[config.mk]
export PLATFORM = sky130hd
export DESIGN_NAME = chunked_body_deframer_core_flat
export DESIGN_NICKNAME = d
export VERILOG_FILES = /design/src/rtl/cbd_pkg.sv /design/src/rtl/cbd_if.sv /design/src/rtl/cbd_parser.sv /design/src/rtl/chunked_body_deframer_core.sv /design/src/flat_wrapper.sv
export SDC_FILE = /design/constraint.sdc
export NUM_CORES = 1
export LEC_CHECK = 0
export BUFFER_PORTS_ARGS = -buffer_cell sky130_fd_sc_hd__buf_2
export CORE_MARGIN = 2
export CORE_UTILIZATION = 30
export DETAILED_ROUTE_END_ITERATION = 16
export PLACE_DENSITY = 0.53
export RECOVER_POWER = 25
export SLEW_MARGIN = 20
export SYNTH_ARGS = -nofsm -noshare
export SYNTH_HDL_FRONTEND = slang
export SYNTH_SLANG_ARGS = --single-unit
[constraint.sdc]
create_clock -name clk -period 3.1 [get_ports clk]
set_input_delay 0.155 -clock clk [delete_from_list [all_inputs] [get_ports clk]]
set_output_delay 0.155 -clock clk [all_outputs]
set_load 0.05 [all_outputs]
[src/rtl/cbd_pkg.sv]
`timescale 1ns / 1ps
// ----------------------------------------------------------------------------
// Chunked body deframer package
// Beat types shared by the parser and the top level.
// ----------------------------------------------------------------------------
package cbd_pkg;

    typedef struct packed {
        logic [7:0] data_byte;
        logic       start_of_body;
    } cbd_item_t;

    typedef struct packed {
        logic [7:0] out_byte;
        logic       end_of_body;
    } cbd_result_t;

endpackage

[src/rtl/cbd_if.sv]
`timescale 1ns / 1ps
// ----------------------------------------------------------------------------
// Chunked body deframer channels
// Valid/ready channels for raw body bytes and for decoded result beats.
// ----------------------------------------------------------------------------
interface cbd_body_if;
    logic       valid;
    logic       ready;
    logic [7:0] data_byte;
    logic       start_of_body;

    modport source (output valid, output data_byte, output start_of_body, input ready);
    modport sink   (input valid, input data_byte, input start_of_body, output ready);
endinterface

interface cbd_result_if;
    logic       valid;
    logic       ready;
    logic [7:0] out_byte;
    logic       end_of_body;

    modport source (output valid, output out_byte, output end_of_body, input ready);
    modport sink   (input valid, input out_byte, input end_of_body, output ready);
endinterface

[src/rtl/cbd_parser.sv]
`timescale 1ns / 1ps
// ----------------------------------------------------------------------------
// Chunked body parser
// Holds the chunk framing state and decodes one registered byte per step.
// ----------------------------------------------------------------------------
module cbd_parser
    import cbd_pkg::*;
#(
    parameter int SIZE_BITS = 32
)
(
    input  logic        clk,
    input  logic        rst_n,
    input  logic        step,
    input  cbd_item_t   item,
    output logic        res_valid,
    output cbd_result_t res
);

    typedef enum logic [1:0] {
        PH_SIZE,
        PH_DATA,
        PH_SKIP,
        PH_DONE
    } phase_t;

    localparam logic [7:0] CHAR_CR = 8'd13;
    localparam logic [7:0] CHAR_LF = 8'd10;

    phase_t                 phase_reg, phase_next, phase_cur;
    logic                   cr_reg, cr_next, cr_cur;
    logic [SIZE_BITS-1:0]   acc_reg, acc_next, acc_cur;
    logic [SIZE_BITS-1:0]   rem_reg, rem_next, rem_cur, rem_dec;
    logic [1:0]             skip_reg, skip_next, skip_cur, skip_dec;
    logic [3:0]             digit;
    logic [7:0]             c;

    assign c = item.data_byte;

    always_comb
    begin
        if (c inside {[8'h30:8'h39]})
            digit = c[3:0];
        else if (c inside {[8'h61:8'h66], [8'h41:8'h46]})
            digit = c[3:0] + 4'd9;
        else
            digit = 4'd0;
    end

    always_comb
    begin
        phase_cur = item.start_of_body ? PH_SIZE : phase_reg;
        cr_cur    = item.start_of_body ? 1'b0 : cr_reg;
        acc_cur   = item.start_of_body ? '0 : acc_reg;
        rem_cur   = item.start_of_body ? '0 : rem_reg;
        skip_cur  = item.start_of_body ? 2'd0 : skip_reg;
        rem_dec   = rem_cur - SIZE_BITS'(1);
        skip_dec  = skip_cur - 2'd1;

        phase_next = phase_cur;
        cr_next    = cr_cur;
        acc_next   = acc_cur;
        rem_next   = rem_cur;
        skip_next  = skip_cur;
        res_valid  = 1'b0;
        res        = '{out_byte: 8'd0, end_of_body: 1'b0};

        case (phase_cur)
            PH_SIZE:
            begin
                if (cr_cur && c == CHAR_LF)
                begin
                    cr_next = 1'b0;
                    if (acc_cur == '0)
                    begin
                        phase_next      = PH_DONE;
                        res_valid       = 1'b1;
                        res.end_of_body = 1'b1;
                    end
                    else
                    begin
                        rem_next   = acc_cur;
                        acc_next   = '0;
                        phase_next = PH_DATA;
                    end
                end
                else if (c == CHAR_CR)
                begin
                    cr_next  = 1'b1;
                    acc_next = cr_cur ? {acc_cur[SIZE_BITS-5:0], 4'd0} : acc_cur;
                end
                else
                begin
                    cr_next  = 1'b0;
                    acc_next = cr_cur ? {acc_cur[SIZE_BITS-9:0], 4'd0, digit}
                                      : {acc_cur[SIZE_BITS-5:0], digit};
                end
            end
            PH_DATA:
            begin
                res_valid    = 1'b1;
                res.out_byte = c;
                rem_next     = rem_dec;
                if (rem_dec == '0)
                begin
                    phase_next = PH_SKIP;
                    skip_next  = 2'd2;
                end
            end
            PH_SKIP:
            begin
                skip_next = skip_dec;
                if (skip_dec == 2'd0)
                begin
                    phase_next = PH_SIZE;
                    cr_next    = 1'b0;
                    acc_next   = '0;
                end
            end
            default:
            begin
                phase_next = PH_DONE;
            end
        endcase
    end

    always_ff @(posedge clk or negedge rst_n)
    begin
        if (!rst_n)
        begin
            phase_reg <= PH_SIZE;
            cr_reg    <= 1'b0;
            acc_reg   <= '0;
            rem_reg   <= '0;
            skip_reg  <= 2'd0;
        end
        else if (step)
        begin
            phase_reg <= phase_next;
            cr_reg    <= cr_next;
            acc_reg   <= acc_next;
            rem_reg   <= rem_next;
            skip_reg  <= skip_next;
        end
    end

endmodule

[src/rtl/chunked_body_deframer_core.sv]
`timescale 1ns / 1ps
// ----------------------------------------------------------------------------
// Chunked body deframer core
// Decodes an HTTP chunked body byte stream into payload beats and an end mark.
// ----------------------------------------------------------------------------
// One body byte is taken per clock: the byte lands in an input register, the
// parser decodes it combinationally against the chunk state, and any payload
// byte or end-of-body beat lands in an output register. Throughput is one
// byte per cycle, limited only by back-pressure on the result channel. Size
// lines, the two bytes after each chunk and all bytes after the terminating
// zero-size chunk give no result beat. Raise start_of_body on the first byte
// of a new body.
// ----------------------------------------------------------------------------
module chunked_body_deframer_core
    import cbd_pkg::*;
#(
    parameter int SIZE_BITS = 32
)
(
    input  logic                clk,
    input  logic                rst_n,
    cbd_body_if.sink            body,
    cbd_result_if.source        result
);

    logic        in_valid_reg;
    cbd_item_t   item_reg;
    logic        out_valid_reg, out_valid_next;
    cbd_result_t out_reg;
    logic        advance;
    logic        res_valid;
    cbd_result_t res;

    assign advance    = in_valid_reg && (!out_valid_reg || result.ready);
    assign body.ready = !in_valid_reg || advance;

    cbd_parser #(
        .SIZE_BITS (SIZE_BITS)
    ) u_parser (
        .clk       (clk),
        .rst_n     (rst_n),
        .step      (advance),
        .item      (item_reg),
        .res_valid (res_valid),
        .res       (res)
    );

    always_comb
    begin
        out_valid_next = out_valid_reg;
        if (advance)
            out_valid_next = res_valid;
        else if (result.ready)
            out_valid_next = 1'b0;
    end

    always_ff @(posedge clk or negedge rst_n)
    begin
        if (!rst_n)
        begin
            in_valid_reg  <= 1'b0;
            out_valid_reg <= 1'b0;
        end
        else
        begin
            if (body.ready)
                in_valid_reg <= body.valid;
            out_valid_reg <= out_valid_next;
        end
    end

    always_ff @(posedge clk)
    begin
        if (body.valid && body.ready)
            item_reg <= '{data_byte: body.data_byte, start_of_body: body.start_of_body};
        if (advance && res_valid)
            out_reg <= res;
    end

    assign result.valid       = out_valid_reg;
    assign result.out_byte    = out_reg.out_byte;
    assign result.end_of_body = out_reg.end_of_body;

endmodule

[src/flat_wrapper.sv]
// flat-port wrapper written by rule: the top's interface ports become plain ports
module chunked_body_deframer_core_flat import cbd_pkg::*;
#(
    parameter int SIZE_BITS = 32
)
  (clk, rst_n, body_valid, body_data_byte, body_start_of_body, body_ready, result_valid, result_out_byte, result_end_of_body, result_ready);
  cbd_body_if body_i ();
  cbd_result_if result_i ();
  input  logic clk;
  input  logic rst_n;
  input wire logic [$bits(body_i.valid)-1:0] body_valid;
  input wire logic [$bits(body_i.data_byte)-1:0] body_data_byte;
  input wire logic [$bits(body_i.start_of_body)-1:0] body_start_of_body;
  output wire logic [$bits(body_i.ready)-1:0] body_ready;
  output wire logic [$bits(result_i.valid)-1:0] result_valid;
  output wire logic [$bits(result_i.out_byte)-1:0] result_out_byte;
  output wire logic [$bits(result_i.end_of_body)-1:0] result_end_of_body;
  input wire logic [$bits(result_i.ready)-1:0] result_ready;
  assign body_i.valid = body_valid;
  assign body_i.data_byte = body_data_byte;
  assign body_i.start_of_body = body_start_of_body;
  assign body_ready = body_i.ready;
  assign result_valid = result_i.valid;
  assign result_out_byte = result_i.out_byte;
  assign result_end_of_body = result_i.end_of_body;
  assign result_i.ready = result_ready;
  chunked_body_deframer_core #(.SIZE_BITS(SIZE_BITS)) u_core (.clk(clk), .rst_n(rst_n), .body(body_i), .result(result_i));
endmodule
==> results.cfg <==
[logic_synthesis]
yosys_most_used_dff = dfrtp_1
ys_ff_latch = 89
synth_edf_count = 18
synth.most_common_cell = nand2_1
synth-async-reset-ratio = 0.7978
yosysTopAreaCellShare = 0.3001
synth_cell_types = 61
ys_seq_area_frac = 0.3914
yosys-top-cells-area = dfrtp_1 (30%), edfxtp_1 (9.1%), o21ai_0 (5.9%), nand2_1 (5.8%), mux2i_1 (4.7%)
syn_inst = 701
postSynthAreaPerCell_um2 = 8.446
syn-num-nets = 725
synth_common_cells = nand2_1 (91), dfrtp_1 (71), o21ai_0 (70), a21oi_1 (53), nor2_1 (44)
ys_warn_count = 0
netlist_area_mm2 = 0.005921
synth_top_area_cell = dfrtp_1

[critical_path]
regToRegStartpoint = u_core.u_parser.rem_reg[27]
path_class = reg2reg
r2r_cells = 8
cp-end-kind = flop
cp.arrival_ns = 3.15
cp-start-kind = flop
cp_max_fo = 4
cp_data_required_time_ns = 3.35
r2r_setup_slack_ns = 0.20
critPathLaunch = u_core.u_parser.rem_reg[27]

[cts]
clock_latency_ns = 0.36
cts_tree = done
cts_max_level = 3
max-clock-path-buffers = 2
clkTransAtPathRegs_ns = 0.08
post_cts_buffers = 0
cts.repair.resized = 0
cts_num_sinks = 89
cts_made_buffers = 9
cts_root_buf = clkbuf_16

[sta]
finClkSkew_ns = 0.006761
final_hold_viol_count = 0
fmax_mhz = 344.4
tns_ns = 0
holdWs_ns = 0.1051
setup_violations = 0
worstMarginPinSlew_ns = 1.556
post-route-period-util = 0.9367
slew_headroom = -0.03745
period_needed_ns = 2.904
fin_ws_ns = 0.1963
rsz0062_at_grt = no
slew_viol_final = 57

[die]
die_h_um = 144.5
die-area_mm2 = 0.02088
top_level_ports = 24
die_w_um = 144.5
rows = 51
core_mm2 = 0.01940
initial_utilization = 0.3052

[power]
power.internal_w = 0.001978
p_leak_nw = 2.937
pwr-share-clk = 0.391
p_per_area_mw_per_mm2 = 414.4
switching_share = 0.3110
peakVddDrop_mv = 0.2808
p_comb_frac = 0.170
p_switching_w = 0.0008929
power_frac_seq = 0.440

[status]
status = complete, but fails checks
violations = max-capacitance violations, max-slew violations

[global_routing]
first_global_vias = 5336
grtUsageTotal = 0.1883
grt_antenna_before_repair = 0
grt_pass1_wl_mm = 30.35
use_met1 = 0.2754
grt_most_used_layer = met2
grt_util_met3 = 0.02384
grt_max_degree = 57
grt_overflow = 0
grt_use_met2 = 0.2896

[min_path]
min_path_cells = 4
hold_class = in2reg
min_from = result_ready

[placed_design]
dp_hpwl_mm = 12.85
io_buffers = 23
dpl_worst_slack_ns = 0.2258
gp_congestion = 0.8558

[routing]
vias = 5540
wl_per_cell_um = 18.46
detail-route-antenna-nets = 0
firstDrtPassIters = 5
drt_iter0_markers = 578
totalWireLength_mm = 18.59
drc = 0
drt-vias-per-instance = 5.501

[layout]
fillers = 2042
area_delta_synth_final_pct = 16.99
antenna_cells = 0
nets = 761
drive_above_1_share = 0.1361

[flow_run]
maxCapViolCount = 1
repair_timing:
| item | in CTS | in global routing |
|---|---|---|
| hold buffers | 11 | 0 |
| hold endpoints to repair | 65 | 0 |
| setup endpoints to repair | 0 | 0 |
worst max-delay path, stage by stage, from the launching register on:
cell	delay, ns
dfrtp_1	0.41
or4_4	0.56
or3_4	0.36
o31a_1	0.30
or3_1	0.39
nor4_2	0.25
nand4_1	0.12
buf_4	0.19
a31o_1	0.21
power groups by stage:
stage	sequential (W)	clock, W	combinational (W)
global route	0.00127	0.00120	0.000541
global placement	0.00128	0	0.000475
finish	0.00126	0.00112	0.000487
CTS	0.00126	0.00114	0.000486
floorplan	0.00127	0	0.000312
detailed placement	0.00128	0	0.000473
worst paths after layout:
kind,end
worst min register to register,u_core.u_parser.rem_reg[31]
worst max register to register,u_core.u_parser.phase_reg[0]
worst min-delay path,u_core.in_valid_reg
max in group asynchronous,u_core.u_parser.cr_reg
worst max-delay path,u_core.u_parser.phase_reg[0]
min in group asynchronous,u_core.u_parser.rem_reg[0]
metal layers:
metal,part of all wire,vias up
li1,-,2679
met1,0.49,2696
met2,0.45,141
met3,0.041,24
met4,0.016,0
met5,0,-
final cells by class:
type | count | area (µm²) | area share
repair buffers | 75 | 558.0 | 0.08056
clock inverters | 7 | 71.32 | 0.01030
flip-flops and latches | 89 | 2318 | 0.3347
inverters | 14 | 52.55 | 0.007587
well taps | 265 | 331.6 | 0.04787
clock buffers | 9 | 225.2 | 0.03251
multi-input cells | 548 | 3369 | 0.4865
cells in the final DEF, fill, tap and decap left out, types with 5 or more instances in the layout:
cell type / n
buf_2: 22
edfxtp_1: 18
buf_4: 39
clkbuf_16: 9
inv_1: 13
nand2b_1: 5
o21ai_0: 70
nand3_1: 13
nor2_1: 44
mux2_2: 8
nor2b_1: 5
a22o_1: 13
a21o_1: 11
or3_1: 11
xnor2_1: 7
nor3_1: 21
ha_1: 11
and2_1: 15
dfrtp_1: 70
a21oi_1: 53
mux2i_1: 28
a22oi_1: 17
nand2_1: 91
nand4_1: 18
dlygate4sd3_1: 11
xor2_1: 6
a211oi_1: 8
nor4_1: 23
kinds of logic (layout without fill, tap and decap cells):
logic type | Yosys count | after routing | synth area share
compound gates | 221 | 221 | 0.2356
fa+ha+maj | 11 | 11 | 0.02325
buf+inv | 64 | 105 | 0.04100
mux | 36 | 36 | 0.06255
flops | 89 | 89 | 0.3914
xor+xnor | 13 | 13 | 0.01923
simple gates | 267 | 267 | 0.2270
metrics by stage:
| stage | cells | area, µm² | utilization | power (W) |
|---|---|---|---|---|
| 2_1_floorplan | 701 | 5924 | - | 0.001577 |
| 3_3_place_gp | 980 | 6523 | 0.3362 | 0.001758 |
| 5_1_grt | 1007 | 6927 | 0.3571 | 0.003010 |
| 6_report | 1007 | 6927 | 0.3571 | 0.002871 |
| 4_1_cts | 1007 | 6929 | 0.3572 | 0.002887 |
| 3_5_place_dp | 980 | 6523 | 0.3362 | 0.001757 |
(Power assumes the default switching activity.)
